[src/rtl/assert_macros.svh]
// Assertion macros shared by the equilibration scaler RTL.
`ifndef ASSERT_MACROS_SVH
`define ASSERT_MACROS_SVH

// Condition must hold at every clock edge outside reset.
`define DES_ASSERT(lbl, cond, msg) \
    lbl: assert property (@(posedge clk) disable iff (!rst_n) (cond)) else $error(msg);

// Antecedent at one edge implies consequent at the next.
`define DES_ASSERT_NEXT(lbl, ante, cons, msg) \
    lbl: assert property (@(posedge clk) disable iff (!rst_n) (ante) |=> (cons)) \
        else $error(msg);

`endif

[src/rtl/des_pkg.sv]
// Shared types and constants of the diagonal equilibration scaler.
package des_pkg;

    localparam int MAX_ORDER   = 64;
    localparam int IDX_BITS    = 6;
    localparam int CNT_BITS    = 7;
    localparam int VALUE_BITS  = 32;
    localparam int RAM_DEPTH   = 2 * MAX_ORDER;
    localparam int ADDR_BITS   = IDX_BITS + 1;

    localparam int DVD_BITS    = 64;
    localparam int DEN_BITS    = 31;
    localparam int QUO_BITS    = 49;
    localparam int RAD_BITS    = 50;
    localparam int ROOT_BITS   = 25;
    localparam int SREM_BITS   = 27;
    localparam int RATIO_BITS  = 17;
    localparam int STEP_BITS   = 7;
    localparam int DIV_STEPS   = 64;
    localparam int SQRT_STEPS  = 25;

    localparam logic [DVD_BITS-1:0] SCALE_DIVIDEND = 64'h0001_0000_0000_0000;

    localparam int QUEUE_DEPTH = 2;
    localparam int QPTR_BITS   = 1;

    localparam int PADDR_BITS  = 3;
    localparam logic REG_MATRIX_ORDER = 1'b0;

    typedef struct packed {
        logic                         err;
        logic [CNT_BITS-1:0]          bad;
        logic [CNT_BITS-1:0]          n;
        logic signed [VALUE_BITS-1:0] min;
        logic signed [VALUE_BITS-1:0] max;
        logic                         bank;
    } job_t;

    typedef struct packed {
        logic                  we;
        logic [ADDR_BITS-1:0]  addr;
        logic [VALUE_BITS-1:0] data;
    } ram_wr_t;

endpackage

[src/rtl/des_queue.sv]
// Two-entry job queue between front and back end.
`include "assert_macros.svh"

module des_queue (
    input  logic          clk,
    input  logic          rst_n,
    input  logic          push,
    input  des_pkg::job_t push_job,
    input  logic          pop,
    output des_pkg::job_t head,
    output logic          empty,
    output logic          full
);

    des_pkg::job_t                 mem_reg [des_pkg::QUEUE_DEPTH];
    logic [des_pkg::QPTR_BITS-1:0] wptr_reg, rptr_reg;
    logic [des_pkg::QPTR_BITS:0]   cnt_reg;

    assign empty = (cnt_reg == '0);
    assign full  = (cnt_reg == (des_pkg::QPTR_BITS+1)'(des_pkg::QUEUE_DEPTH));
    assign head  = mem_reg[rptr_reg];

    always_ff @(posedge clk)
    begin
        if (push)
        begin
            mem_reg[wptr_reg] <= push_job;
        end
    end

    always_ff @(posedge clk or negedge rst_n)
    begin
        if (!rst_n)
        begin
            wptr_reg <= '0;
            rptr_reg <= '0;
            cnt_reg  <= '0;
        end
        else
        begin
            if (push)
            begin
                wptr_reg <= wptr_reg + des_pkg::QPTR_BITS'(1);
            end
            if (pop)
            begin
                rptr_reg <= rptr_reg + des_pkg::QPTR_BITS'(1);
            end
            cnt_reg <= cnt_reg + {{des_pkg::QPTR_BITS{1'b0}}, push}
                               - {{des_pkg::QPTR_BITS{1'b0}}, pop};
        end
    end

    `DES_ASSERT(a_q_no_overflow, !(push && full && !pop), "job queue overflow")
    `DES_ASSERT(a_q_no_underflow, !(pop && empty), "job queue underflow")

endmodule

[config.mk]
export PLATFORM = sky130hd
export DESIGN_NAME = des_queue
export DESIGN_NICKNAME = d
export VERILOG_FILES = /design/src/rtl/des_pkg.sv /design/src/rtl/des_queue.sv
export VERILOG_INCLUDE_DIRS = /design/src /design/src/rtl
export SDC_FILE = /design/constraint.sdc
export NUM_CORES = 1
export LEC_CHECK = 0
export BUFFER_PORTS_ARGS = -buffer_cell sky130_fd_sc_hd__buf_2
export CELL_PAD_IN_SITES_DETAIL_PLACEMENT = 1
export CELL_PAD_IN_SITES_GLOBAL_PLACEMENT = 1
export CORE_ASPECT_RATIO = 0.75
export CORE_MARGIN = 2
export CORE_UTILIZATION = 35
export DETAILED_ROUTE_END_ITERATION = 8
export PLACE_DENSITY = 0.63
export SYNTH_ARGS = -nofsm -noshare
export SYNTH_HDL_FRONTEND = slang
export SYNTH_SLANG_ARGS = --single-unit
[constraint.sdc]
create_clock -name clk -period 5.6 [get_ports clk]
set_clock_uncertainty 0.05 [all_clocks]
set_input_delay 0.28 -clock clk [delete_from_list [all_inputs] [get_ports clk]]
set_output_delay 0.28 -clock clk [all_outputs]
set_load 0.05 [all_outputs]
==> Word level (Yosys, flattened, before mapping) <==
Memories as Yosys holds them, arrays and structs flattened.
Index checks and enable logic that the tools add are counted.
{ "op_classes": {"n_addsub": 4, "mux": 2, "n_eq_ne": 1, "reduce_logical": 1} }
{ "ops": {"columns": ["cell", "count"], "rows": [
  ["$add A1 B1 Y1 const B", 2],
  ["$add A2 B1 Y2", 1],
  ["$eq A2 B2 Y1 const B", 1],
  ["$logic_not A2 Y1", 1],
  ["$mux W1", 2],
  ["$sub A2 B1 Y2", 1]
]} }
{ "totals": {"mem_bits_rw": 160, "in_bits": 84, "memories": 1, "ff_bits": 4, "out_inout_bits": 82, "elab_cells": 12} }
{ "mem_list": {"columns": ["name", "depth", "word_bits", "rd", "rd_clocked_by_memory_dff", "wr", "line", "rtl"], "rows": [
  ["mem_reg", 2, 80, 1, 0, 1, "des_queue.sv:15", "des_pkg::job_t mem_reg [des_pkg::QUEUE_DEPTH];"]
]} }

==> Logic depth before layout (Yosys ltp) <==
Gate-level depths: netlist (run 1).
{ "depth": {"ltp_word": 2, "ltp_mapped": 5, "depth_no_buf": 5} }

==> Least setup slack after synthesis (run 1) <==
No wires, ideal clock.
{ "synth_path": {"path_type": "reg2reg", "start": "register wptr_reg", "end": "memory mem_reg[0][0] (netlist bit), enable pin", "synth_period_minus_slack_ps": 4528, "setup_ps": 528, "n_path_buf": 0, "slack_ps": 1072, "arrival_time_ps": 3950, "required_ps": 5022, "stages_incl_launch_ff": 2, "cell_sequence": "dfrtp_1 -> nor2b_1"} }
{ "synth_lines": {"columns": ["element", "line", "rtl"], "rows": [
  ["start, declared", "des_queue.sv:16", "logic [des_pkg::QPTR_BITS-1:0] wptr_reg, rptr_reg;"],
  ["start signal, assigned", "des_queue.sv:43", "wptr_reg <= wptr_reg + des_pkg::QPTR_BITS'(1);"],
  ["end, declared", "des_queue.sv:15", null]
]} }
Straight into the memory's write port.

==> results of run 1 <==
[worst max-delay path by stage]
| stage | start | endpoint | cells past startpoint |
|---|---|---|---|
| after global routing | rptr_reg$_DFFE_PN0P_ | head[27] | 3 |
| after detailed placement | rptr_reg$_DFFE_PN0P_ | head[37] | 3 |
| after floorplan | wptr_reg$_DFFE_PN0P_ | mem_reg[0][0]$_DFFE_PP_ | 1 |
| after CTS | rptr_reg$_DFFE_PN0P_ | head[37] | 3 |
| final | rptr_reg$_DFFE_PN0P_ | head[3] | 3 |
| after global placement | rptr_reg$_DFFE_PN0P_ | head[11] | 3 |
[cells in the final DEF (no fill, tap or decap), drive strengths merged]
cell type and instances:
and2 1, ha 2, mux2 80, clkinvlp 3, inv 5, nor2b 2
bufinv 1, xor2 2, dfrtp 4, nor2 1, clkinv 7, dlygate4sd3 74
buf 168, clkbuf 17, xor3 1, edfxtp 160
[power by group]
group          total, mW  switching [mW]  leakage, nW  internal, mW
clock network       1.07           0.464        0.256         0.605
registers           1.81           0.173         1.55          1.63
logic               1.97            1.29         1.69         0.676
total               4.84            1.93         3.50          2.91
[metal layers]
metal	wire length, um	global-route usage	part of all wire
met1	5681	0.1744	0.45
met2	5820	0.2121	0.46
met4	154	0.04730	0.012
met3	1054	0.05660	0.083
met5	0	0	0
[final cells by class]
class | count | area share
clock inverter | 14 | 0.01303
clock buffer | 17 | 0.04923
timing repair buffer | 242 | 0.1839
inverter | 2 | 0.0008687
multi-input combinational | 89 | 0.1500
tap | 242 | 0.03504
sequential | 164 | 0.5680
[critical path, stage by stage (launching register included)]
cell and delay, ns:
dfrtp_4 1.09, buf_4 0.61, mux2_4 0.35, buf_2 0.21
[repair_timing]
action / 4_1_cts / 5_1_grt
setup buffers: 0 / 0
hold buffers: 72 / 2
gates resized for setup: 0 / 0
hold endpoints to repair: 145 / 4
[through the flow]
step | power [mW] | cell area (um2) | hold slack (ns) | cells | utilization
after floorplan | 3.508 | 6370 | -0.06559 | 264 | -
after global placement | 3.755 | 7363 | 0.04120 | 665 | 0.4158
after detailed placement | 3.787 | 7363 | 0.04320 | 665 | 0.4158
after CTS | 4.908 | 8622 | 0.00007996 | 768 | 0.4869
after global routing | 5.044 | 8642 | 0.0004410 | 770 | 0.4880
final | 4.841 | 8642 | 0.02223 | 770 | 0.4880
[kinds of logic after synthesis]
logic type,Yosys count,synth area share
buf+inv,11,0.02809
simple gates,4,0.003535
flops,164,0.7700
mux,80,0.1880
xor+xnor,3,0.006482
fa+ha+maj,2,0.003928
==> results.md, run 1 <==
- Lkg Pwr: 3.497 nW
- Root Driver: clkbuf_16
- Clk slew on worst S/H paths: 0.06 ns
- RSZ-0062 raised after global routing: no
- Synth Warn #: 0
- FILL cells: 1712
- Instance count of the mapped netlist: 264
- Commonest cells post-synth: edfxtp_1, mux2_4, buf_12
- Fin crit share: 0.5447
- Synth top area share: 0.7543
- Critical R2R Capture: mem_reg[0][50]$_DFFE_PP_
- Slew HR: 0.3302
- FP Rows: 42
- Share of cells above drive strength 1: 0.5265
- N_diodes: 0
- Routed Antenna Nets: 0
- Pre-CTS WS: 2.941 ns
- Reg-to-reg startpoint: wptr_reg$_DFFE_PN0P_
- Startpoint types: register
- Multi-input logic area: 0.001296 mm2
- Worst Setup Slack, final: 2.550 ns
- Clock Sinks: 164
- Setup TNS: 0 ns
- Hold Path Stages: 1
- H-tree depth: 4
- Worst skew pair latency: 0.41 ns
- Pins Over Slew Limit: 0
- Clk buf depth: 2
- Peak VDD IR: 0.2713 mV
- Gr usage total: 0.1369
- Clock period minus worst slack: 3.050 ns
- Post-synthesis cell area: 0.006370 mm2
- WS Path Type: reg -> out
- Worst-path fanout max: 52
- Cell with the most instances after synthesis: edfxtp_1
- Area grow syn2layout: 35.67%
- Die Width: 159.8 um
- Hold endpoint: mem_reg[0][22]$_DFFE_PP_
- First-pass GRT wire length: 19840 um
- Core region area: 0.01771 mm2
- Nets@finish: 602
- Synth unique cells: 13
- Status: complete, no violations
- Number of flops mapped to enable cells by yosys: 160
- First-pass iteration count of the detailed router: 4
- Gr ovfl total: 0
- Post-DP HPWL: 8278 um
- FMAX: 327.8 MHz
- CTS buffer count: 17
- Synthesis-stage register bit count: about 160
- Port bufs: roughly 170
- Post-Syn Nets: 350
- I/O pin total: 166
- Initial Utilization: 0.3597
- CP required: 5.27 ns
- Post-detailed-route wirelength per cell: 16.51 um
- Final hold viol count: 0
- Sequential area share after synthesis: 0.7700
- Ys flop type: edfxtp_1
- DRT Wirelength: 12710 um
- FF-to-FF path depth: 2
- HP Start: push_job[22]
- Vias: about 3300
- Area leader, netlist: edfxtp_1
- Worst min path class: in -> reg
- CTS tree: built
- Max_cap viols: 0
- Crit. End Element: primary output
- Routability congestion estimate: 0.6900
- Initial antenna violation count: 0
- Vias in the first global route: 3627
- 1st-iter DRT viols: 151
- Largest net degree at the start of global routing: 64
- # DRC: 0
- CP arrival: 2.72 ns
- DR vias/cell: ~4.3
- Synth area leaders: edfxtp_1, mux2_4, buf_12, dfrtp_1, ha_1
- Setup violators final: 0
- Die Height: approximately 120 um
- Async SR Flop Fraction: 0.02439
- Largest register FFs: 160
- Die area: 0.01931 mm2
- Slew at the pin closest to its max-slew limit: 1.005 ns
- Mapped Avg Cell Area: about 24 um2
- Slack of the worst reg-to-reg path: 3.40 ns
- FF+latch area: 0.004908 mm2
- Pwr/cell area: between 500 and 600 mW/mm2
No activity file was read; power rests on OpenSTA's default activity.
==> inputs of run 2 (changes only) <==
clock period = 2.9 ns   (was 5.6 ns; I/O delays follow)
==> results.md, run 2 (synthesized netlist as in run 1, its figures left out) <==
- Post-detailed-route wirelength per cell: 16.86 um (+2.1%)
- FF-to-FF path depth: 2 (unchanged)
- FMAX: ~420 MHz
- Final hold viol count: 0 (unchanged)
- Post-Route M1 WL: 5633 um (-0.84%)
- Pre-CTS WS: 0.9305 ns (-2.010 ns)
- Commonest non-fill, non-tap cell in the layout: buf_2
- Initial Utilization: 0.3597 (unchanged)
- Met3 WL: 941 um (-11%)
- Clock Sinks: 164 (unchanged)
- Critical R2R Capture: mem_reg[0][4]$_DFFE_PP_
- Lkg Pwr: 3.582 nW (+2.4%)
- CP arrival: 2.18 ns (-0.54 ns)
- HP Start: push_job[19]
- Slack of the worst reg-to-reg path: 1.22 ns (-2.18 ns)
- I/O pin total: 166 (unchanged)
- Clk slew on worst S/H paths: 0.07 ns (about the same)
- Met2 Wirelength: 6476 um (+11%)
- Vias: 3366 (+1.2%)
- Area grow syn2layout: 38.85%
- Finished Cell Area: 0.008845 mm2 (+2.3%)
- Commonest non-fill, non-tap cells in the layout: buf_2, edfxtp_1, dlygate4sd3_1, mux2_4, clkbuf_16
- CTS buffer count: 17 (unchanged)
- Slew HR: 0.6260 (+0.2958)
- Worst skew pair latency: 0.41 ns (about the same)
- Hold endpoint: mem_reg[0][19]$_DFFE_PP_
- Worst Setup Slack, final: 0.5214 ns (-2.028 ns)
- 1st-iter DRT viols: 151 (unchanged)
- Slew at the pin closest to its max-slew limit: 0.5610 ns (-0.4437 ns)
- Gr usage total: 0.1401 (+0.003192)
- Clock period minus worst slack: 2.379 ns
- Die Width: 159.8 um (unchanged)
- Largest net degree at the start of global routing: 78 (+22%)
- DRT Wirelength: 13190 um (+3.7%)
- Status: complete, no violations
- Routed Antenna Nets: 0 (unchanged)
- Cts repair resizes: 0 (unchanged)
- Largest register FFs: 160 (unchanged)
- Reg-to-reg startpoint: wptr_reg$_DFFE_PN0P_
- Peak VDD IR: 0.5196 mV (+92%)
- Crit. End Element: primary output
- Setup violators final: 0 (unchanged)
- Worst min path class: in -> reg
- Max layer used: met4
- CP required: 2.71 ns (-2.56 ns)
- First-pass iteration count of the detailed router: 4 (unchanged)
- Clk buf depth: 2 (unchanged)
- Setup TNS: 0 ns (unchanged)
- CTS tree: built
- Max_cap viols: 0 (unchanged)
- Die area: 0.01931 mm2 (unchanged)
- WS Path Type: reg -> out
- First-pass GRT wire length: 20530 um (+3.5%)
- Fin crit share: 0.8202
- N_diodes: 0 (unchanged)
- RSZ-0062 raised after global routing: no
- Final Util: 0.4994 (+0.01145)
- Pwr/cell area: 1084 mW/mm2 (+93%)
- Share of cells above drive strength 1: 0.5241 (-0.002441)
- DR vias/cell: 4.304 (-0.38%)
- Gr ovfl total: 0 (unchanged)
- Root Driver: clkbuf_16
- Nets@finish: 613 (+1.8%)
- Cell Area, Placed: 0.007408 mm2 (+0.61%)
- FP Rows: 42 (unchanged)
- Worst-path fanout max: 38 (-27%)
- Die Height: 120.8 um (unchanged)
- # DRC: 0 (unchanged)
- Routability congestion estimate: 0.6974 (+1.1%)
- Final Total Pwr: 9.584 mW (+98%)
- H-tree depth: 4 (unchanged)
- Vias in the first global route: 3886 (+7.1%)
- Hold Path Stages: 2 (+1)
- Port bufs: 165 (unchanged)
- Startpoint types: register
- Initial antenna violation count: 0 (unchanged)
- Core region area: 0.01771 mm2 (unchanged)
- Pins Over Slew Limit: 0 (unchanged)
- Post-DP HPWL: 8186 um (-1.1%)
-- run 2: changes by cell type in the layout (fill, tap and decap cells not counted) --
cell / change
dlygate4sd3_1: +10
buf_12: +3
clkinv_1: -3
buf_4: -2
clkinv_2: -2
clkinv_4: +2
inv_8: +2
bufinv_16: +1
inv_6: +1
-- run 2: worst max path at each step --
stage                               to  cells after the start                 start
3_5_place_dp                  head[72]                      3  rptr_reg$_DFFE_PN0P_
4_1_cts                       head[72]                      3  rptr_reg$_DFFE_PN0P_
2_1_floorplan  mem_reg[1][0]$_DFFE_PP_                      1  wptr_reg$_DFFE_PN0P_
5_1_grt                       head[50]                      3  rptr_reg$_DFFE_PN0P_
6_report                      head[72]                      3  rptr_reg$_DFFE_PN0P_
3_3_place_gp                  head[72]                      3  rptr_reg$_DFFE_PN0P_
-- run 2: area by class of cell --
class / instances / area (um2)
Clock inverter: 15 / 170.2
Timing Repair Buffer: 253 / 1734
Multi-Input combinational cell: 89 / 1296
Sequential cell: 164 / 4908
Tap cell: 242 / 302.8
Inverter: 2 / 7.507
Fill cell: 1677 / 8865
Clock buffer: 17 / 425.4
-- run 2: layer usage --
metal,GRT usage,vias to the layer above
met2,0.2438,126
met1,0.1625,1665
met3,0.04906,10
met4,0.04730,0
li1,-,1565
met5,0,-
-- run 2: stage by stage --
| stage | hold WS, ns | instances |
|---|---|---|
| 4_1_cts | 0.3745 | 782 |
| 6_report | 0.4034 | 782 |
| 2_1_floorplan | -0.2006 | 264 |
| 3_3_place_gp | -0.09453 | 666 |
| 5_1_grt | 0.3907 | 782 |
| 3_5_place_dp | -0.09250 | 666 |
-- run 2: timing repair --
item                      CTS  global route
hold buffers               84             0
hold endpoints to repair  167             0
setup buffers               0             0
-- run 2: where the power goes --
group / internal [mW] / total (mW) / switching (mW) / leakage, nW
clock network: 1.29 / 2.25 / 0.960 / 0.282
registers: 3.15 / 3.39 / 0.240 / 1.55
logic: 1.34 / 3.94 / 2.60 / 1.75
-- run 2: worst max-delay path, cell delays in order (launching register included) --
cell	delay, ns
dfrtp_4	0.80
buf_12	0.35
mux2_4	0.35
buf_2	0.22
