$ cat src/rtl/assert_macros.svh
// Assertion macros shared by the equilibration scaler RTL.
`ifndef ASSERT_MACROS_SVH
`define ASSERT_MACROS_SVH

// Condition must hold at every clock edge outside reset.
`define DES_ASSERT(lbl, cond, msg) \
    lbl: assert property (@(posedge clk) disable iff (!rst_n) (cond)) else $error(msg);

// Antecedent at one edge implies consequent at the next.
`define DES_ASSERT_NEXT(lbl, ante, cons, msg) \
    lbl: assert property (@(posedge clk) disable iff (!rst_n) (ante) |=> (cons)) \
        else $error(msg);

`endif

$ cat src/rtl/des_pkg.sv
// Shared types and constants of the diagonal equilibration scaler.
package des_pkg;

    localparam int MAX_ORDER   = 64;
    localparam int IDX_BITS    = 6;
    localparam int CNT_BITS    = 7;
    localparam int VALUE_BITS  = 32;
    localparam int RAM_DEPTH   = 2 * MAX_ORDER;
    localparam int ADDR_BITS   = IDX_BITS + 1;

    localparam int DVD_BITS    = 64;
    localparam int DEN_BITS    = 31;
    localparam int QUO_BITS    = 49;
    localparam int RAD_BITS    = 50;
    localparam int ROOT_BITS   = 25;
    localparam int SREM_BITS   = 27;
    localparam int RATIO_BITS  = 17;
    localparam int STEP_BITS   = 7;
    localparam int DIV_STEPS   = 64;
    localparam int SQRT_STEPS  = 25;

    localparam logic [DVD_BITS-1:0] SCALE_DIVIDEND = 64'h0001_0000_0000_0000;

    localparam int QUEUE_DEPTH = 2;
    localparam int QPTR_BITS   = 1;

    localparam int PADDR_BITS  = 3;
    localparam logic REG_MATRIX_ORDER = 1'b0;

    typedef struct packed {
        logic                         err;
        logic [CNT_BITS-1:0]          bad;
        logic [CNT_BITS-1:0]          n;
        logic signed [VALUE_BITS-1:0] min;
        logic signed [VALUE_BITS-1:0] max;
        logic                         bank;
    } job_t;

    typedef struct packed {
        logic                  we;
        logic [ADDR_BITS-1:0]  addr;
        logic [VALUE_BITS-1:0] data;
    } ram_wr_t;

endpackage

$ cat src/rtl/des_front.sv
// Front end: takes diagonal requests, stores them, tracks extremes and hands jobs on.
module des_front (
    input  logic                                   clk,
    input  logic                                   rst_n,
    input  logic [des_pkg::CNT_BITS-1:0]           matrix_order,
    input  logic                                   in_valid,
    input  logic signed [des_pkg::VALUE_BITS-1:0]  diag_value,
    output logic                                   in_stall,
    output des_pkg::ram_wr_t                       wr,
    output logic                                   push,
    output des_pkg::job_t                          job,
    input  logic                                   retire
);

    logic [des_pkg::CNT_BITS-1:0]          count_reg, count_next;
    logic signed [des_pkg::VALUE_BITS-1:0] min_reg, min_next;
    logic signed [des_pkg::VALUE_BITS-1:0] max_reg, max_next;
    logic [des_pkg::CNT_BITS-1:0]          bad_reg, bad_next;
    logic                                  bank_reg, bank_next;
    logic [1:0]                            held_reg, held_next;

    logic [des_pkg::CNT_BITS-1:0] eff_order;
    logic [des_pkg::CNT_BITS-1:0] cnt1;
    logic                         accept;
    logic                         first;
    logic                         done;
    logic signed [des_pkg::VALUE_BITS-1:0] upd_min, upd_max;
    logic [des_pkg::CNT_BITS-1:0] upd_bad;

    // both banks held: wait for the back end to retire one
    assign in_stall = (held_reg == 2'd2);
    assign accept   = in_valid && !in_stall;

    always_comb
    begin
        if (matrix_order == '0)
        begin
            eff_order = des_pkg::CNT_BITS'(1);
        end
        else if (matrix_order > des_pkg::CNT_BITS'(des_pkg::MAX_ORDER))
        begin
            eff_order = des_pkg::CNT_BITS'(des_pkg::MAX_ORDER);
        end
        else
        begin
            eff_order = matrix_order;
        end
    end

    assign first = (count_reg == '0);
    assign cnt1  = count_reg + des_pkg::CNT_BITS'(1);
    assign done  = (cnt1 >= eff_order);

    always_comb
    begin
        upd_min = (first || diag_value < min_reg) ? diag_value : min_reg;
        upd_max = (first || diag_value > max_reg) ? diag_value : max_reg;
        if (bad_reg == '0 && (diag_value[des_pkg::VALUE_BITS-1] || diag_value == '0))
        begin
            upd_bad = cnt1;
        end
        else
        begin
            upd_bad = bad_reg;
        end
    end

    assign wr.we   = accept;
    assign wr.addr = {bank_reg, count_reg[des_pkg::IDX_BITS-1:0]};
    assign wr.data = diag_value;

    assign push     = accept && done;
    assign job.err  = (upd_bad != '0);
    assign job.bad  = upd_bad;
    assign job.n    = cnt1;
    assign job.min  = upd_min;
    assign job.max  = upd_max;
    assign job.bank = bank_reg;

    always_comb
    begin
        count_next = count_reg;
        min_next   = min_reg;
        max_next   = max_reg;
        bad_next   = bad_reg;
        bank_next  = bank_reg;
        if (accept)
        begin
            if (done)
            begin
                count_next = '0;
                min_next   = '0;
                max_next   = '0;
                bad_next   = '0;
                bank_next  = !bank_reg;
            end
            else
            begin
                count_next = cnt1;
                min_next   = upd_min;
                max_next   = upd_max;
                bad_next   = upd_bad;
            end
        end
        held_next = held_reg + {1'b0, push} - {1'b0, retire};
    end

    always_ff @(posedge clk or negedge rst_n)
    begin
        if (!rst_n)
        begin
            count_reg <= '0;
            min_reg   <= '0;
            max_reg   <= '0;
            bad_reg   <= '0;
            bank_reg  <= 1'b0;
            held_reg  <= '0;
        end
        else
        begin
            count_reg <= count_next;
            min_reg   <= min_next;
            max_reg   <= max_next;
            bad_reg   <= bad_next;
            bank_reg  <= bank_next;
            held_reg  <= held_next;
        end
    end

endmodule

$ cat config.mk
export PLATFORM = sky130hd
export DESIGN_NAME = des_front
export DESIGN_NICKNAME = d
export VERILOG_FILES = /design/src/rtl/assert_macros.svh /design/src/rtl/des_pkg.sv /design/src/rtl/des_front.sv
export SDC_FILE = /design/constraint.sdc
export NUM_CORES = 1
export LEC_CHECK = 0
export ABC_AREA = 1
export BUFFER_PORTS_ARGS = -buffer_cell sky130_fd_sc_hd__buf_2
export CORE_ASPECT_RATIO = 0.75
export CORE_MARGIN = 1.5
export CORE_UTILIZATION = 25
export DETAILED_ROUTE_END_ITERATION = 8
export PLACE_DENSITY_LB_ADDON = 0.3
export REMOVE_ABC_BUFFERS = 1
export SLEW_MARGIN = 20
export SYNTH_ARGS = -nofsm -noshare
export SYNTH_HDL_FRONTEND = slang
export SYNTH_SLANG_ARGS = --single-unit
$ cat constraint.sdc
create_clock -name clk -period 6 [get_ports clk]
set_input_delay 1.2 -clock clk [delete_from_list [all_inputs] [get_ports clk]]
set_output_delay 1.2 -clock clk [all_outputs]
set_load 0.005 [all_outputs]
-- Word-level counts from Yosys, hierarchy flattened
Index checks and enable logic that the tools add are counted.
- flip-flop bits (word level): 81
- input port bits: 43
- output and inout bits: 122
- word-level logic and storage cells: 37
- $add $sub $neg: 3
- order comparisons: 4
- eq/ne operators: 1
- muxes and demuxes: 9
- reductions and logical operators: 14
- operators by type and width (operator ; count):
    $mux 32 ; 4
    $mux 7 ; 5
    $gt 32x32->1 ; 1
    $logic_not 32->1 ; 1
    $lt 32x32->1 ; 1
    $logic_not 7->1 ; 3
    $add 7x1->7 const B ; 1
    $ge 7x7->1 ; 1
    $gt 7x7->1 const B ; 1
    $reduce_bool 7->1 ; 1
    $logic_and 1x1->1 ; 3
    $logic_or 1x1->1 ; 3
    $add 2x1->2 ; 1
    $eq 2x2->1 const B ; 1
    $logic_not 1->1 ; 2
    $reduce_and 2->1 ; 1
    $sub 2x1->2 ; 1

-- Longest topological paths before layout
Gate-level depths: netlist of run 1.
- depth after elaboration: 7
- mapped depth: 21
- gate-level depth less buffers: 20

-- Least setup slack after synthesis of run 1
No wires, ideal clock.
- path type: input port to output port
- start point: input port matrix_order[2] (netlist name)
- end point: output port push
- arrival: 2707 ps
- data required time: 4800 ps
- setup slack: 2093 ps
- stages: 13
- buffers on the path: 0
- cell sequence: nor4_1 -> nand2_1 -> nand2_1 -> nand2_1 -> ha_1 -> nand2_1 -> o21ai_1 -> a21oi_1 -> o21ai_1 -> nand2_1 -> nand3b_1 -> nand2_1 -> inv_1
- cells in the longest elaborated chain, start to end: 5
- elaborated cells on any way between the ends: 6
- classes of those cells: 2 x order compare; 2 x mux; 2 x reduce/logical
- RTL lines (what ; line ; text):
    from (decl) ; des_front.sv:5 ; input logic [des_pkg::CNT_BITS-1:0] matrix_order,
    $gt 7x7->1 ; des_front.sv:40 ; else if (matrix_order > des_pkg::CNT_BITS'(des_pkg::MAX_ORDER))
    $mux 7 ; des_front.sv:40 ;
    $mux 7 (*) ; des_front.sv:36 ; if (matrix_order == '0)
    $ge 7x7->1 (*) ; des_front.sv:52 ; assign done = (cnt1 >= eff_order);
    $logic_and 1x1->1 (*) ; des_front.sv:72 ; assign push = accept && done;
    to (decl) ; des_front.sv:10 ; output logic push,
Mark *: on every way between the ends. The rest lies on a longest branch, timed or not.

==> impl_metrics.ini, run 1 <==
[outcome]
status = complete, no violations

[min_path]
min_delay_worst_endpoint = min_reg[16]
timing.hold.worst.class = register to register
whs_path_depth = 2
hp-start = min_reg[16]

[yosys]
synth_top_cell_area_share_pct = 29.20
syn_area_um2 = 6942
synthCells = 991
biggest_area_contributors_in_the_synthesized_netlist = dfrtp_1, nand2_1, ha_1, nand3_1, inv_1
ys_seq_elements = 81
yosysUniqueCellTypes = 33
ys_seq_area_share_pct = 29.20
ys.warnings.count = 0
syn_avg_cell_area_um2 = 7.005
synthDominantAreaCellType = dfrtp_1

[clock_tree]
clkLatencyLatePin_ns = 0.36
cts_htree_levels = 3
cts_root_buf = clkbuf_16
cts-buffers-inserted = 9
register_clock_pin_slew_on_the_reported_worst_setup_and_hold_paths_ns = 0.06
clockBufferDepth = 2
post_cts.resized_instances = 0
cts_tree = yes
clock_sink_count = 81
ctsHoldBuffers = 0
postCtsSetupRepairBufs = 0

[final_layout]
mostFrequentLayoutCell = nand2_1
final_nets = 1211
fillerInstances = 2991
antenna_cells_inserted = 0
fraction_of_layout_cells_with_a_size_suffix_above_1_pct = 17.74
most-common-layout-cells = nand2_1, buf_2, inv_1
fin_cells = 1450
fin_util_pct = 29.79
area_delta_synth_final_pct = 16.44

[drt]
drt_via_density = 4.559
drt.antenna.violating_nets = 0
routed-wl-met3_um = 1045
via_count = 6610
routedWlPerCell_um = 15.55
top_signal_layer_used = met4
routed-wl-met2_um = 9441
drc_errors = 0
m1WireLength_um = 11830
routed_wirelength_um = 22550
first_pass_iters = 5
dr.first_iter.drc_count = 359

[worst_setup_path]
critical_path.endpoint_type = output pin
criticalPathCategory = input pin to output pin
ff2ff_path_depth = 13
arrival_ns = 4.01
reg2reg_from = count_reg[0]
reg2reg_slack_ns = 2.66
crit-reg2reg-capture = min_reg[14]
timing.critical_path.required_ns = 4.80
highest_net_fanout_along_the_worst_path = 32
critPathLaunchType = input pin

[die]
pin_count = 165
dieArea_um2 = 28790
dieHeight_um = 147.3
placeableCoreArea_um2 = 27130
std_cell_rows = 52
initial_core_util_pct = 25.59
floorplan.die.width_um = 195.4

[placement]
total_placed_cells_including_tap_cells = 1434
buffers_added_on_ports = 164
dp_slack_ns = 0.7599
gp_congestion = 0.8069
dp_hpwl_um = 16500

[sta]
post-route-period-util_pct = 86.88
timing.max_slew.rel_slack_pct = 43.37
clock_skew_ns = 0.01236
final-setup-viol-count = 0
tightest_slew_ns = 0.8494
rsz0062_at_grt = false
final.hold.worst_slack_ns = 0.4789
fmax_ghz = 0.1918
fin_setup_tns_ns = 0
finalCriticalPeriod_ns = 5.213
final_max_slew_viol_count = 0
finalHoldViolations = 0
setup_slack_ns = 0.7874

[global_routing]
gr-usage-all-layers_pct = 16.04
grt_first_pass_wirelength_um = 35690
globalRouteOverflowTotal = 0
first_global_vias = 6298
grt_antenna_before_repair = 0
grt_max_degree = 69

[job]
maxCapViolCount = 0

[power]
power.density_cell_area_nw_per_um2 = 630.1
vdd_ir_drop_max_mv = 0.2520
leakagePower_nw = 4.462
[routing by layer]
layer,up-vias,global-route usage [%]
met5,-,0
met3,16,2.640
met4,0,3.566
li1,3346,-
met1,3069,24.33
met2,179,23.48
[where the power goes]
part	internal, mW	switching (mW)	leakage, nW	total (mW)
Combinational	1.30	2.19	3.27	3.49
Sequential	0.801	0.136	1.02	0.937
Clock	0.418	0.247	0.166	0.665
[synthesized netlist by cell type, drive strengths merged]
cell	n
nor2	28
o21ai	21
nand4	42
nand3	111
nor3	6
inv	137
xor2	6
a22o	1
nand3b	1
clkbuf	13
dfrtp	81
buf	65
o22ai	2
nor4	6
a211oi	1
ha	74
a21oi	34
a21o	1
nand2	293
o21a	2
xnor2	2
and2	64
[critical path, stage by stage]
cell and delay (ns):
buf_2 0.13, ha_1 0.36, nand2_1 0.09, nor2_1 0.15, nand2_1 0.14, nor4_2 0.29, nand2_1 0.14, nand3_2 0.36
nand3_4 0.51, nand2_1 0.24, and2_1 0.22, buf_2 0.14
[cell families after synthesis]
logic type	share of synthesized area, %
compound gates	4.704
xor+xnor	1.009
fa+ha+maj	13.34
buf+inv	15.01
flops	29.20
simple gates	36.73
[area by class of cell]
cell class	count	area [um^2]	area share (%)
Multi-Input combinational cell	695	3889	48.11
Sequential cell	81	2027	25.08
Timing Repair Buffer	170	868.3	10.74
Inverter	137	514.2	6.362
Tap cell	351	439.2	5.433
Clock buffer	11	242.7	3.003
Clock inverter	5	102.6	1.269
[worst max-delay path by stage]
stage | start | endpoint | cells after the start
6_report | diag_value[31] | job[64] | 12
4_1_cts | diag_value[31] | job[64] | 12
3_3_place_gp | diag_value[31] | job[64] | 12
2_1_floorplan | in_valid | push | 4
5_1_grt | diag_value[31] | job[63] | 12
3_5_place_dp | diag_value[31] | job[64] | 12
[per-stage QoR]
stage	total power, mW	area (um^2)
6_report	5.093	8083
3_3_place_gp	4.437	7737
3_5_place_dp	4.470	7737
4_1_cts	5.169	8083
5_1_grt	5.667	8083
2_1_floorplan	3.049	6414
Power figures use the tool's default switching activity.
==> run 2, diff against run 1 <==
--- a/config.mk
+++ b/config.mk
@@ -6,13 +6,13 @@
 export NUM_CORES = 1
 export LEC_CHECK = 0
 export ABC_AREA = 1
+export ABC_CLOCK_PERIOD_IN_PS = 6000
 export BUFFER_PORTS_ARGS = -buffer_cell sky130_fd_sc_hd__buf_2
 export CORE_ASPECT_RATIO = 0.75
 export CORE_MARGIN = 1.5
 export CORE_UTILIZATION = 25
 export DETAILED_ROUTE_END_ITERATION = 8
 export PLACE_DENSITY_LB_ADDON = 0.3
-export REMOVE_ABC_BUFFERS = 1
 export SLEW_MARGIN = 20
 export SYNTH_ARGS = -nofsm -noshare
 export SYNTH_HDL_FRONTEND = slang
==> run 2 against run 1 <==
  * Clock power down 22%
  * Cell count up 0.21%
  * Clock-buffer cell count up 4
  * Global-route usage down 0.11 points
  * Sequential share of layout area up 0.20 points
  * Worst setup slack better by 0.16 ns
  * Cell area down 0.77%
  * First-iteration DRC count down 18%
  * Via count down 1.3%
  * Non-clock buffer count up 3
  * Power down 3.5%
  * Hold slack worse by 0.0026 ns
  * Largest power group unchanged
  * Highest routed layer unchanged
==> impl_metrics.ini, run 2 (synthesis gave the netlist of run 1 again) <==
[power]
power.total_mw = 4.914
leakagePower_nw = 4.435
vdd_ir_drop_max_mv = 0.2680
power.density_cell_area_nw_per_um2 = 612.7

[yosys]
nets_in_the_synthesized_netlist = 1108

[clock_tree]
ctsHoldBuffers = 0
clockBufferDepth = 2
cts_root_buf = clkbuf_16
cts_htree_levels = 3
cts_tree = yes
register_clock_pin_slew_on_the_reported_worst_setup_and_hold_paths_ns = 0.06
clkLatencyLatePin_ns = 0.35
post_cts.resized_instances = 0
cts-buffers-inserted = 9
clock_sink_count = 81
postCtsSetupRepairBufs = 0

[die]
dieArea_um2 = 28790
pin_count = 165
dieHeight_um = 147.3
initial_core_util_pct = 25.59
std_cell_rows = 52
floorplan.die.width_um = 195.4
placeableCoreArea_um2 = 27130

[sta]
final.hold.worst_slack_ns = 0.4763
finalHoldViolations = 0
rsz0062_at_grt = false
final_max_slew_viol_count = 0
finalCriticalPeriod_ns = 5.055
fin_setup_tns_ns = 0
clock_skew_ns = 0.007181
post-route-period-util_pct = 84.26
timing.max_slew.rel_slack_pct = 41.89
fmax_ghz = 0.1978
final-setup-viol-count = 0
tightest_slew_ns = 0.8716

[final_layout]
fraction_of_layout_cells_with_a_size_suffix_above_1_pct = 17.53
final_nets = 1214
fin_util_pct = 29.56
most-common-layout-cells = nand2_1, buf_2, inv_1
mostFrequentLayoutCell = nand2_1
area_delta_synth_final_pct = 15.54

[drt]
drt_via_density = 4.489
first_pass_iters = 5
via_count = 6523
routed_wirelength_um = 22370
drc_errors = 0
routedWlPerCell_um = 15.40
drt.antenna.violating_nets = 0
dr.first_iter.drc_count = 296

[global_routing]
gr-usage-all-layers_pct = 15.93
grt_antenna_before_repair = 1
grt_max_degree = 69
first_global_vias = 6191
globalRouteOverflowTotal = 0
grt_first_pass_wirelength_um = 35250

[worst_setup_path]
timing.critical_path.required_ns = 4.80
timing.critical_path.mode_cell = nand2_1
crit_chain = buf_2 > ha_1 > a21oi_1 > nor2_1 > nor3_1 > nand2_1 > nand2_1 > nand2_1 > nand2_1 > nand2_1 > nand2_4 > nand3_4 > nand2_1 > and2_1 > buf_2
criticalPathCategory = input pin to output pin
ff2ff_path_depth = 13
reg2reg_from = count_reg[0]
highest_net_fanout_along_the_worst_path = 33
slowest_delay_ns = 0.49
arrival_ns = 3.86
critPathSlowestCell = nand3_4
critPathLaunchType = input pin
cp-startpoint = diag_value[5]
critical_path.endpoint_type = output pin

[placement]
buffers_added_on_ports = 164
dp_hpwl_um = 16650
gp_congestion = 0.7776

[outcome]
status = complete, no violations

[min_path]
timing.hold.worst.class = register to register
hp-start = min_reg[11]
whs_path_depth = 2

[job]
maxCapViolCount = 0
==> run 2: cell types whose count changed in the layout (fill, tap and decap cells not counted), sizes merged <==
| cell | delta |
|---|---|
| clkinv | -1 |
| buf | +3 |
| clkinvlp | -1 |
| clkbuf | +4 |
| diode | +1 |
| bufinv | -3 |
==> run 2: critical path, delay by kind of cell <==
kind | cells | cell delay, ns
adder cells (fa/ha/maj) | 1 | 0.31
AO/OA/AOI/OAI | 1 | 0.14
AND/OR/NAND/NOR | 11 | 1.96
buffers and inverters | 2 | 0.25
==> run 2: cell type report <==
class                      instances  area, um^2
timing repair buffer             173       890.9
antenna                            1       2.502
clock buffer                      15       257.7
multi-input combinational        695        3889
fill                            3018       19110
tap                              351       439.2
inverter                         137       514.2
sequential                        81        2027
==> run 2: per-layer routing <==
metal	share of wire [%]	track usage (%)	wire, um
met4	0.76	3.062	170
met3	4.2	3.145	941
met2	41	22.98	9114
met5	0	0	0
met1	54	24.29	12150
==> run 2: per-stage QoR <==
stage                     instance area (um^2)  instances  setup WS [ns]
after detailed placement                  7760       1437         0.8866
after global placement                    7760       1437         0.8827
after CTS                                 8018       1452         0.8705
after global routing                      8018       1452         0.6344
final                                     8020       1453         0.9445
after floorplan                           6942        991          2.093
==> run 2: power breakdown <==
group / internal, mW / total (mW) / leakage, nW / switching [mW]
Combinational: 1.32 / 3.46 / 3.29 / 2.14
Sequential: 0.802 / 0.937 / 1.02 / 0.135
Clock: 0.291 / 0.517 / 0.124 / 0.226
Total: 2.41 / 4.91 / 4.43 / 2.51
==> run 2: final timing paths <==
check	slack (ns)	end
setup reg to reg	2.84	count_reg[0]
hold / removal	0.48	min_reg[11]
min in group asynchronous	0.82	max_reg[6]
hold reg to reg	0.48	min_reg[11]
setup / recovery	0.94	job[55]
max in group asynchronous	4.12	bad_reg[3]
