===== src/rtl/assert_macros.svh =====
// Assertion macros shared by the equilibration scaler RTL.
`ifndef ASSERT_MACROS_SVH
`define ASSERT_MACROS_SVH

// Condition must hold at every clock edge outside reset.
`define DES_ASSERT(lbl, cond, msg) \
    lbl: assert property (@(posedge clk) disable iff (!rst_n) (cond)) else $error(msg);

// Antecedent at one edge implies consequent at the next.
`define DES_ASSERT_NEXT(lbl, ante, cons, msg) \
    lbl: assert property (@(posedge clk) disable iff (!rst_n) (ante) |=> (cons)) \
        else $error(msg);

`endif


===== src/rtl/des_pkg.sv =====
// Shared types and constants of the diagonal equilibration scaler.
package des_pkg;

    localparam int MAX_ORDER   = 64;
    localparam int IDX_BITS    = 6;
    localparam int CNT_BITS    = 7;
    localparam int VALUE_BITS  = 32;
    localparam int RAM_DEPTH   = 2 * MAX_ORDER;
    localparam int ADDR_BITS   = IDX_BITS + 1;

    localparam int DVD_BITS    = 64;
    localparam int DEN_BITS    = 31;
    localparam int QUO_BITS    = 49;
    localparam int RAD_BITS    = 50;
    localparam int ROOT_BITS   = 25;
    localparam int SREM_BITS   = 27;
    localparam int RATIO_BITS  = 17;
    localparam int STEP_BITS   = 7;
    localparam int DIV_STEPS   = 64;
    localparam int SQRT_STEPS  = 25;

    localparam logic [DVD_BITS-1:0] SCALE_DIVIDEND = 64'h0001_0000_0000_0000;

    localparam int QUEUE_DEPTH = 2;
    localparam int QPTR_BITS   = 1;

    localparam int PADDR_BITS  = 3;
    localparam logic REG_MATRIX_ORDER = 1'b0;

    typedef struct packed {
        logic                         err;
        logic [CNT_BITS-1:0]          bad;
        logic [CNT_BITS-1:0]          n;
        logic signed [VALUE_BITS-1:0] min;
        logic signed [VALUE_BITS-1:0] max;
        logic                         bank;
    } job_t;

    typedef struct packed {
        logic                  we;
        logic [ADDR_BITS-1:0]  addr;
        logic [VALUE_BITS-1:0] data;
    } ram_wr_t;

endpackage


===== src/rtl/des_back.sv =====
// Back end: ratio and per-element reciprocal square roots on one shared divider and root unit.
`include "assert_macros.svh"

module des_back (
    input  logic                                  clk,
    input  logic                                  rst_n,
    input  logic                                  empty,
    input  des_pkg::job_t                         head,
    output logic                                  pop,
    output logic [des_pkg::ADDR_BITS-1:0]         raddr,
    input  logic [des_pkg::VALUE_BITS-1:0]        rdata,
    output logic                                  out_valid,
    input  logic                                  out_stall,
    output logic [des_pkg::ROOT_BITS-1:0]         scale_factor,
    output logic [des_pkg::RATIO_BITS-1:0]        scale_ratio,
    output logic signed [des_pkg::VALUE_BITS-1:0] largest_diag,
    output logic                                  status,
    output logic [des_pkg::CNT_BITS-1:0]          bad_index,
    output logic                                  last_result,
    output logic                                  retire
);

    typedef enum logic [7:0] {
        S_IDLE  = 8'b0000_0001,
        S_RDIV  = 8'b0000_0010,
        S_RSQRT = 8'b0000_0100,
        S_READ  = 8'b0000_1000,
        S_WAIT  = 8'b0001_0000,
        S_DIV   = 8'b0010_0000,
        S_SQRT  = 8'b0100_0000,
        S_OUT   = 8'b1000_0000
    } state_t;

    state_t state_reg, state_next;

    des_pkg::job_t                      job_reg;
    logic [des_pkg::IDX_BITS-1:0]       k_reg;
    logic [des_pkg::STEP_BITS-1:0]      step_reg;
    logic [des_pkg::DVD_BITS-1:0]       dvd_reg;
    logic [des_pkg::DEN_BITS-1:0]       den_reg;
    logic [des_pkg::DEN_BITS-1:0]       rem_reg;
    logic [des_pkg::QUO_BITS-1:0]       quo_reg;
    logic [des_pkg::RAD_BITS-1:0]       rad_reg;
    logic [des_pkg::SREM_BITS-1:0]      srem_reg;
    logic [des_pkg::ROOT_BITS-1:0]      root_reg;
    logic [des_pkg::RATIO_BITS-1:0]     ratio_reg;
    logic [des_pkg::ROOT_BITS-1:0]      scale_reg;
    logic [des_pkg::RATIO_BITS-1:0]     oratio_reg;
    logic signed [des_pkg::VALUE_BITS-1:0] largest_reg;
    logic                               status_reg;
    logic [des_pkg::CNT_BITS-1:0]       bad_reg;
    logic                               last_reg;

    // restoring divider, one quotient bit a cycle
    logic [des_pkg::DEN_BITS:0]     div_shift;
    logic                           div_ge;
    logic [des_pkg::DEN_BITS-1:0]   rem_step;
    // digit-by-digit root, one result bit a cycle
    logic [des_pkg::SREM_BITS+1:0]  sq_shift, sq_trial;
    logic                           sq_ge;
    logic [des_pkg::SREM_BITS-1:0]  srem_step;

    logic div_last, sqrt_last, elem_last, taken;

    assign div_shift = {rem_reg, dvd_reg[des_pkg::DVD_BITS-1]};
    assign div_ge    = (div_shift >= {1'b0, den_reg});
    assign rem_step  = div_ge ? des_pkg::DEN_BITS'(div_shift - {1'b0, den_reg})
                              : des_pkg::DEN_BITS'(div_shift);

    assign sq_shift  = {srem_reg, rad_reg[des_pkg::RAD_BITS-1 -: 2]};
    assign sq_trial  = {2'b00, root_reg, 2'b01};
    assign sq_ge     = (sq_shift >= sq_trial);
    assign srem_step = sq_ge ? des_pkg::SREM_BITS'(sq_shift - sq_trial)
                             : des_pkg::SREM_BITS'(sq_shift);

    assign div_last  = (step_reg == des_pkg::STEP_BITS'(des_pkg::DIV_STEPS - 1));
    assign sqrt_last = (step_reg == des_pkg::STEP_BITS'(des_pkg::SQRT_STEPS - 1));
    assign elem_last = ({1'b0, k_reg} == job_reg.n - des_pkg::CNT_BITS'(1));

    assign out_valid    = (state_reg == S_OUT);
    assign taken        = out_valid && !out_stall;
    assign retire       = taken && last_reg;
    assign pop          = (state_reg == S_IDLE) && !empty;
    assign raddr        = {job_reg.bank, k_reg};
    assign scale_factor = scale_reg;
    assign scale_ratio  = oratio_reg;
    assign largest_diag = largest_reg;
    assign status       = status_reg;
    assign bad_index    = bad_reg;
    assign last_result  = last_reg;

    always_comb
    begin
        state_next = state_reg;
        unique case (state_reg)
            S_IDLE:
            begin
                if (!empty)
                begin
                    state_next = head.err ? S_OUT : S_RDIV;
                end
            end
            S_RDIV:
            begin
                if (div_last)
                begin
                    state_next = S_RSQRT;
                end
            end
            S_RSQRT:
            begin
                if (sqrt_last)
                begin
                    state_next = S_READ;
                end
            end
            S_READ:  state_next = S_WAIT;
            S_WAIT:  state_next = S_DIV;
            S_DIV:
            begin
                if (div_last)
                begin
                    state_next = S_SQRT;
                end
            end
            S_SQRT:
            begin
                if (sqrt_last)
                begin
                    state_next = S_OUT;
                end
            end
            S_OUT:
            begin
                if (taken)
                begin
                    state_next = last_reg ? S_IDLE : S_READ;
                end
            end
            default: state_next = S_IDLE;
        endcase
    end

    always_ff @(posedge clk or negedge rst_n)
    begin
        if (!rst_n)
        begin
            state_reg <= S_IDLE;
        end
        else
        begin
            state_reg <= state_next;
        end
    end

    always_ff @(posedge clk)
    begin
        unique case (state_reg)
            S_IDLE:
            begin
                job_reg  <= head;
                k_reg    <= '0;
                step_reg <= '0;
                // min << 32 over max; both positive when no error
                dvd_reg  <= {head.min, {(des_pkg::DVD_BITS - des_pkg::VALUE_BITS){1'b0}}};
                den_reg  <= head.max[des_pkg::DEN_BITS-1:0];
                rem_reg  <= '0;
                quo_reg  <= '0;
                scale_reg   <= '0;
                oratio_reg  <= '0;
                largest_reg <= head.max;
                status_reg  <= 1'b1;
                bad_reg     <= head.bad;
                last_reg    <= 1'b1;
            end
            S_RDIV, S_DIV:
            begin
                dvd_reg  <= {dvd_reg[des_pkg::DVD_BITS-2:0], 1'b0};
                rem_reg  <= rem_step;
                quo_reg  <= {quo_reg[des_pkg::QUO_BITS-2:0], div_ge};
                step_reg <= div_last ? '0 : step_reg + des_pkg::STEP_BITS'(1);
                if (div_last)
                begin
                    rad_reg  <= {1'b0, quo_reg[des_pkg::QUO_BITS-2:0], div_ge};
                    srem_reg <= '0;
                    root_reg <= '0;
                end
            end
            S_RSQRT, S_SQRT:
            begin
                rad_reg  <= {rad_reg[des_pkg::RAD_BITS-3:0], 2'b00};
                srem_reg <= srem_step;
                root_reg <= {root_reg[des_pkg::ROOT_BITS-2:0], sq_ge};
                step_reg <= sqrt_last ? '0 : step_reg + des_pkg::STEP_BITS'(1);
                if (sqrt_last && state_reg == S_RSQRT)
                begin
                    ratio_reg <= des_pkg::RATIO_BITS'({root_reg[des_pkg::ROOT_BITS-2:0], sq_ge});
                end
                if (sqrt_last && state_reg == S_SQRT)
                begin
                    scale_reg   <= {root_reg[des_pkg::ROOT_BITS-2:0], sq_ge};
                    oratio_reg  <= ratio_reg;
                    largest_reg <= job_reg.max;
                    status_reg  <= 1'b0;
                    bad_reg     <= '0;
                    last_reg    <= elem_last;
                end
            end
            S_READ:
            begin
                step_reg <= '0;
            end
            S_WAIT:
            begin
                dvd_reg <= des_pkg::SCALE_DIVIDEND;
                den_reg <= rdata[des_pkg::DEN_BITS-1:0];
                rem_reg <= '0;
                quo_reg <= '0;
            end
            S_OUT:
            begin
                if (taken && !last_reg)
                begin
                    k_reg <= k_reg + des_pkg::IDX_BITS'(1);
                end
            end
            default:
            begin
                step_reg <= '0;
            end
        endcase
    end

    `DES_ASSERT(a_err_is_last, !(out_valid && status) || last_result,
        "error result not marked last")
    `DES_ASSERT_NEXT(a_retire_idle, retire, state_reg == S_IDLE,
        "back end not idle after final result")

endmodule


===== config.mk =====
export PLATFORM = sky130hd
export DESIGN_NAME = des_back
export DESIGN_NICKNAME = d
export VERILOG_FILES = /design/src/rtl/des_pkg.sv /design/src/rtl/des_back.sv
export VERILOG_INCLUDE_DIRS = /design/src /design/src/rtl
export SDC_FILE = /design/constraint.sdc
export NUM_CORES = 1
export LEC_CHECK = 0
export ABC_CLOCK_PERIOD_IN_PS = 5260
export BUFFER_PORTS_ARGS = -buffer_cell sky130_fd_sc_hd__clkbuf_2
export CAP_MARGIN = 20
export CORE_MARGIN = 8
export CORE_UTILIZATION = 60
export CTS_BUF_LIST = sky130_fd_sc_hd__clkbuf_4
export DETAILED_ROUTE_END_ITERATION = 8
export HOLD_SLACK_MARGIN = 0.08
export PLACE_DENSITY = 0.87
export SLEW_MARGIN = 20
export SYNTH_ARGS = -nofsm -noshare
export SYNTH_HDL_FRONTEND = slang
export SYNTH_SLANG_ARGS = --single-unit

===== constraint.sdc =====
create_clock -name clk -period 5.26 [get_ports clk]
set_input_delay 1.052 -clock clk [delete_from_list [all_inputs] [get_ports clk]]
set_output_delay 1.052 -clock clk [all_outputs]
set_load 0.005 [all_outputs]

# ---- After elaboration in Yosys (flattened, before gate mapping)
# Cells that the tools add are included.
dict set report classes {
  mux 38
  n_reduce_logical 24
  eq_ne 20
  add_sub_neg 5
  magnitude_cmp 2
}
# cell count
set ops {}
lappend ops {{case mux 64 bit (3 select lines)} 1}
lappend ops {{case mux 31 bit (2 select lines)} 2}
lappend ops {{case mux 25 bit (2 select lines)} 2}
lappend ops {{case mux 50 bit (2 select lines)} 1}
lappend ops {{case mux 48 bit (2 select lines)} 1}
lappend ops {{case mux 32 bit (2 select lines)} 1}
lappend ops {{case mux 8 bit (8 select lines)} 1}
lappend ops {{2-to-1 mux 8 bit} 7}
lappend ops {{2-to-1 mux 27 bit} 2}
lappend ops {{case mux 27 bit (2 select lines)} 1}
lappend ops {{2-to-1 mux 25 bit} 2}
lappend ops {{2-to-1 mux 50 bit} 1}
lappend ops {{case mux 17 bit (2 select lines)} 1}
lappend ops {{>= comparator 32 x 31 -> 1 bit} 1}
lappend ops {{2-to-1 mux 32 bit} 1}
lappend ops {{2-to-1 mux 31 bit} 1}
lappend ops {{subtractor 31 bit} 1}
lappend ops {{>= comparator 29 x 27 -> 1 bit} 1}
lappend ops {{subtractor 27 bit} 1}
lappend ops {{2-to-1 mux 7 bit} 3}
lappend ops {{case mux 7 bit (3 select lines)} 1}
lappend ops {{2-to-1 mux 17 bit} 1}
lappend ops {{!= test 2 bit (second input constant)} 7}
lappend ops {{case mux 7 bit (2 select lines)} 1}
lappend ops {{other kinds (27)} 47}
dict set report word_totals {
  register_bits 437
  input_bits 116
  wordCells 109
  out_inout_bits 93
}

# ---- Longest topological paths before layout
dict set report depth {
  word_depth 5
  ltp_mapped 13
  mapped_depth_nobuf 11
}

# ---- Worst setup path after synthesis
# Ideal clock, no wire load.
dict set report synth_path {
  kind {register -> register}
  start {reg state_reg[1]}
  end {reg rad_reg[0] (netlist bit) (enable)}
  slack_ns 0.706
  setup_time_ns 0.464
  path_stages_with_launch 10
  arrival_ns 4.090
  n_path_buf 3
  t_required_ns 4.796
  period_less_slack_ns 4.554
  path_cell_list {dfrtp_1 -> or4_1 -> nor3_1 -> and3b_1 -> or2_1 -> buf_2 -> inv_2 -> clkbuf_1 -> clkbuf_1 -> nand2_1}
}
dict set report synth_between {
  elab_chain_cells 4
  elab_cells_between_ends 9
  classes_between {5 x eq/ne; 4 x reduce/logical}
}
# item line
set synth_lines {}
lappend synth_lines {{from (decl)} des_back.sv:34} ;# state_t state_reg, state_next;
lappend synth_lines {{from (signal assigned)} des_back.sv:152} ;# state_reg <= state_next;
lappend synth_lines {{equality test 8 x 2 -> 1 bit, or another cell as far along} des_back.sv:158} ;# unique case (state_reg)
lappend synth_lines {{OR reduction 2 bit} des_back.sv:158}
lappend synth_lines {{!= test 2 bit (no line) or nonzero test 2 bit (tied branches)} -}
lappend synth_lines {{AND reduction 2 bit (no line) (*)} -}
lappend synth_lines {{to (signal assigned)} des_back.sv:184} ;# rad_reg <= {1'b0, quo_reg[des_pkg::QUO_BITS-2:0], div_ge};
lappend synth_lines {{to (signal assigned)} des_back.sv:191} ;# rad_reg <= {rad_reg[des_pkg::RAD_BITS-3:0], 2'b00};
lappend synth_lines {{to (decl)} des_back.sv:43} ;# logic [des_pkg::RAD_BITS-1:0] rad_reg;
# Every way passes the cells marked *; elsewhere a longest branch is shown, timed or not.
# A chain may end at the register's enable or synchronous reset.

# ---- Final worst setup path
dict set report layout_path {
  start {reg state_reg[1]}
  end {out retire}
}
dict set report layout_between {
  elab_chain_cells 3
}
# item line
set layout_lines {}
lappend layout_lines {{equality test 8 bit} des_back.sv:80} ;# assign out_valid = (state_reg == S_OUT);
lappend layout_lines {{logical AND 1 bit} des_back.sv:81} ;# assign taken = out_valid && !out_stall;
lappend layout_lines {{logical AND 1 bit} des_back.sv:82} ;# assign retire = taken && last_reg;
lappend layout_lines {{to (decl)} des_back.sv:20} ;# output logic retire
# Every way passes these cells.

==> impl_results.html <==
<table>
<tr><th>Metric</th><th>Value</th></tr>
<tr><th colspan="2">Yosys</th></tr>
<tr><td>Synthesized instance count</td><td>between 1500 and 2000</td></tr>
<tr><td>Largest area contributor in the netlist</td><td>sky130_fd_sc_hd__edfxtp_1</td></tr>
<tr><td>Synth Area per Inst</td><td>between 10 and 15 um^2</td></tr>
<tr><td>Leading cell types by total area after synthesis</td><td>sky130_fd_sc_hd__edfxtp_1 (62%), sky130_fd_sc_hd__nand2_1 (7.5%), sky130_fd_sc_hd__ha_1 (4.0%)</td></tr>
<tr><td>Async set-reset flop share out of synthesis</td><td>0.0198</td></tr>
<tr><td>Proportion of netlist area held by the largest area contributor</td><td>0.618</td></tr>
<tr><td>Number of synthesized register bits</td><td>a little over 400</td></tr>
<tr><td>YS warnings</td><td>0</td></tr>
<tr><td>Sequential fraction of the synthesis area</td><td>0.628</td></tr>
<tr><td>Number of enable flip-flop cells after synthesis</td><td>between 300 and 400</td></tr>
<tr><td>Syn Std Cell Area</td><td>0.0193 mm^2</td></tr>
<tr><td>Most common flop cell mapped by yosys</td><td>sky130_fd_sc_hd__edfxtp_1</td></tr>
<tr><td>Library cells used by synthesis</td><td>75</td></tr>
<tr><td>Number of nets in the synthesized netlist</td><td>around 1800</td></tr>
<tr><th colspan="2">Clocking</th></tr>
<tr><td>CTS H-tree lvls</td><td>3</td></tr>
<tr><td>CTS root buffer</td><td>sky130_fd_sc_hd__clkbuf_4</td></tr>
<tr><td>CTS resizes</td><td>0</td></tr>
<tr><td>Maximum number of buffers from clock root to sink</td><td>3</td></tr>
<tr><td>Clock-pin transition on the worst setup and hold timing paths</td><td>0.07 ns</td></tr>
<tr><td>Sinks on Clock Net</td><td>405</td></tr>
<tr><td>Clock buffers created by TritonCTS</td><td>101</td></tr>
<tr><td>Latest clock arrival within the worst-skew pair</td><td>0.77 ns</td></tr>
<tr><td>Clock tree from TritonCTS</td><td>yes</td></tr>
<tr><th colspan="2">Status</th></tr>
<tr><td>Result of the run</td><td>finished, final reports clean</td></tr>
<tr><th colspan="2">Critical path</th></tr>
<tr><td>Worst setup SP type</td><td>flip-flop</td></tr>
<tr><td>Biggest fanout along the worst timing path</td><td>9</td></tr>
<tr><td>Critical path capture point type</td><td>output pin</td></tr>
<tr><td>Setup Crit Path Kind</td><td>flip-flop to output pin</td></tr>
<tr><td>Required time reported for the critical path endpoint</td><td>between 4 and 5 ns</td></tr>
<tr><td>Worst path arrival time</td><td>~2.8 ns</td></tr>
<tr><th colspan="2">Die</th></tr>
<tr><td>Site Rows</td><td>65</td></tr>
<tr><td>Die span in x</td><td>195 um</td></tr>
<tr><td>CORE AREA</td><td>around 0.032 mm^2</td></tr>
<tr><td>Die height</td><td>195 um</td></tr>
<tr><td>Initial core utilization</td><td>0.610</td></tr>
<tr><td>Die footprint</td><td>0.0381 mm^2</td></tr>
<tr><td>Boundary pin count</td><td>209</td></tr>
<tr><th colspan="2">Placement</th></tr>
<tr><td>Routability-driven placement congestion ratio</td><td>0.892</td></tr>
<tr><td>Detail Placement HPWL</td><td>27400 um</td></tr>
<tr><td>Count of placed standard cells including taps</td><td>2210</td></tr>
<tr><td>Port bufs</td><td>between 200 and 250</td></tr>
<tr><td>Post-placement setup slack</td><td>1.58 ns</td></tr>
<tr><th colspan="2">Drt</th></tr>
<tr><td>Post-route DRC</td><td>0</td></tr>
<tr><td>Detailed-route wire length per cell</td><td>18.0 um</td></tr>
<tr><td>Average via count per standard cell</td><td>5.74</td></tr>
<tr><td>Sum of routed wire length over all layers</td><td>43000 um</td></tr>
<tr><td>Total number of vias</td><td>between 10000 and 15000</td></tr>
<tr><td>Number of nets with antenna violations after detailed routing</td><td>0</td></tr>
<tr><td>Drt pass-1 iters</td><td>6</td></tr>
<tr><td>Initial drt markers</td><td>~1200</td></tr>
<tr><th colspan="2">Finish</th></tr>
<tr><td>Fill cell count</td><td>2141</td></tr>
<tr><td>Flip-flop count of the largest register after layout</td><td>50</td></tr>
<tr><td>Area occupied by multi-input gates</td><td>0.00657 mm^2</td></tr>
<tr><td>Non-Filler Instances</td><td>2388</td></tr>
<tr><td>Area grow syn2layout</td><td>14.1%</td></tr>
<tr><td>Sequential cell area</td><td>0.0121 mm^2</td></tr>
<tr><td>Final #Nets</td><td>approximately 2100</td></tr>
<tr><td>Fraction of layout instances using a drive strength above 1</td><td>0.220</td></tr>
<tr><th colspan="2">Timing</th></tr>
<tr><td>RSZ-0062 raised after global routing</td><td>no</td></tr>
<tr><td>Rel. slew slack</td><td>0.328</td></tr>
<tr><td>Slew @ Worst Pin</td><td>1.01 ns</td></tr>
<tr><td>Number of setup violations in the final report</td><td>0</td></tr>
<tr><td>Max-slew violation count</td><td>0</td></tr>
<tr><td>Total negative slack for setup checks</td><td>0 ns</td></tr>
<tr><td>Number of hold-slack violations in the final timing report</td><td>0</td></tr>
<tr><td>Worst Slack Setup Final</td><td>1.43 ns</td></tr>
<tr><td>Worst hold margin</td><td>0.451 ns</td></tr>
<tr><td>Max frequency</td><td>261 MHz</td></tr>
<tr><td>Share of the clock period used by the worst path</td><td>0.728</td></tr>
<tr><td>Final critical-path required period</td><td>3.83 ns</td></tr>
<tr><td>Maximum clock skew at final layout</td><td>0.0702 ns</td></tr>
<tr><th colspan="2">Power and ir drop</th></tr>
<tr><td>Switching share of power</td><td>0.211</td></tr>
<tr><td>Part of the power in combinational logic</td><td>0.015</td></tr>
<tr><td>Ratio of total power to cell area</td><td>286 mW/mm^2</td></tr>
<tr><td>Internal power contribution</td><td>4960 uW</td></tr>
<tr><td>Sequential Power Share</td><td>0.556</td></tr>
<tr><td>Overall power of the completed layout</td><td>6290 uW</td></tr>
<tr><td>Maximum VDD drop</td><td>roughly 170 uV</td></tr>
<tr><td>Net switching power figure</td><td>1330 uW</td></tr>
<tr><td>Fraction of power consumed by the clock network</td><td>0.428</td></tr>
<tr><td>Leakage power total</td><td>0.00964 uW</td></tr>
<tr><th colspan="2">GRT</th></tr>
<tr><td>Initial antenna violation count</td><td>2</td></tr>
<tr><td>Maximum number of pins on one net before global-route repair</td><td>113</td></tr>
<tr><td>Global-route total usage across every layer</td><td>0.223</td></tr>
<tr><td>Total global routing overflow</td><td>0</td></tr>
<tr><td>Vias in the first global route</td><td>14071</td></tr>
<tr><td>Global-route wire length before repair</td><td>69800 um</td></tr>
<tr><th colspan="2">Hold path</th></tr>
<tr><td>Worst hold path type</td><td>flip-flop to flip-flop</td></tr>
<tr><th colspan="2">Job</th></tr>
<tr><td>Max-cap violations</td><td>0</td></tr>
</table>
## placed cells by master (no fill, tap or decap), types with 13 or more instances in the layout
cell type / instances
sky130_fd_sc_hd__o21ai_0: 57
sky130_fd_sc_hd__xnor2_1: 38
sky130_fd_sc_hd__buf_4: 13
sky130_fd_sc_hd__edfxtp_1: 397
sky130_fd_sc_hd__xor2_1: 20
sky130_fd_sc_hd__ha_1: 62
sky130_fd_sc_hd__clkinv_1: 20
sky130_fd_sc_hd__clkbuf_4: 145
sky130_fd_sc_hd__mux2i_1: 22
sky130_fd_sc_hd__nor3_1: 22
sky130_fd_sc_hd__nand3_1: 29
sky130_fd_sc_hd__and3_1: 48
sky130_fd_sc_hd__nor2_1: 103
sky130_fd_sc_hd__inv_1: 78
sky130_fd_sc_hd__clkbuf_2: 207
sky130_fd_sc_hd__a21oi_1: 66
sky130_fd_sc_hd__a21o_1: 16
sky130_fd_sc_hd__and2_1: 32
sky130_fd_sc_hd__nand2_1: 382
sky130_fd_sc_hd__mux2_2: 31
## what timing repair did
item / CTS / global route
hold buffers: 1 / 0
setup buffers: 0 / 0
endpoints found under the hold margin: 7 / 0
## cells by family after synthesis
group           count (synthesis)  share of synthesized area
simple gates                  677                      0.155
flops                         405                      0.628
compound gates                249                     0.0867
buf+inv                       155                     0.0326
fa+ha+maj                      63                     0.0413
xor+xnor                       58                     0.0263
mux                            53                     0.0295
## path summary, 6_finish.rpt
check / cells after the start / slack [ns] / to / start
worst min-delay path: 0 / 0.45 / ratio_reg[5]$_DFFE_PP_ / root_reg[4]$_DFFE_PP_
min in group asynchronous: 2 / 0.69 / state_reg[7]$_DFFE_PN0P_ / rst_n
max in group asynchronous: 2 / 4.31 / state_reg[0]$_DFFE_PN1P_ / rst_n
worst min register to register: 0 / 0.45 / ratio_reg[5]$_DFFE_PP_ / root_reg[4]$_DFFE_PP_
worst max register to register: 9 / 1.55 / state_reg[2]$_DFFE_PN0P_ / state_reg[1]$_DFFE_PN0P_
worst max-delay path: 5 / 1.43 / retire / state_reg[1]$_DFFE_PN0P_
## synth_stat cells, drive strengths merged (11+ instances only)
library cell / count
nand2: 384
and2: 32
a21oi: 67
nor2: 103
ha: 62
buf: 33
a21o: 16
xor2: 20
nor3: 22
a211oi: 19
edfxtp: 397
nand3: 29
xnor2: 38
clkbuf: 41
nand4: 12
mux2: 31
mux2i: 22
inv: 81
and3: 48
a31oi: 12
o21ai: 64
o21a: 11
## cell type report
type	count	share of cell area
flip-flops and latches	405	0.551
multi-input cells	1100	0.299
repair buffers	224	0.0546
clock buffers	145	0.0495
well taps	402	0.0229
inverters	81	0.0139
clock inverters	30	0.00944
diodes	1	0.000114
## power by group through the flow
stage	logic, uW	registers (uW)	clock network, uW
after detailed placement	94.7	3570	0
final	97.4	3500	2690
after global routing	108	3500	2920
after floorplan	33.9	3570	0
after CTS	97.2	3500	2750
after global placement	91.5	3570	0
## per-layer routing
metal	share of wire	track usage	vias up	wire (um)
li1	-	-	6489	-
met1	0.43	0.291	6530	18300
met2	0.47	0.361	609	20400
met3	0.083	0.0586	67	3590
met4	0.016	0.0705	2	704
met5	0.00030	0	-	13
## stage by stage
step            util  instance area, um^2
2_1_floorplan      -                19300
3_3_place_gp   0.653                20700
3_5_place_dp   0.653                20700
4_1_cts        0.694                22000
5_1_grt        0.696                22000
6_report       0.696                22000
## critical path, cell delays in order (launching register included)
cell and delay, ns:
sky130_fd_sc_hd__dfrtp_1 0.42, sky130_fd_sc_hd__or4_1 0.58, sky130_fd_sc_hd__nor3_1 0.25, sky130_fd_sc_hd__nand3b_1 0.35
sky130_fd_sc_hd__nor3b_1 0.27, sky130_fd_sc_hd__clkbuf_2 0.15
Note: power is estimated with default switching activity, not from simulation.
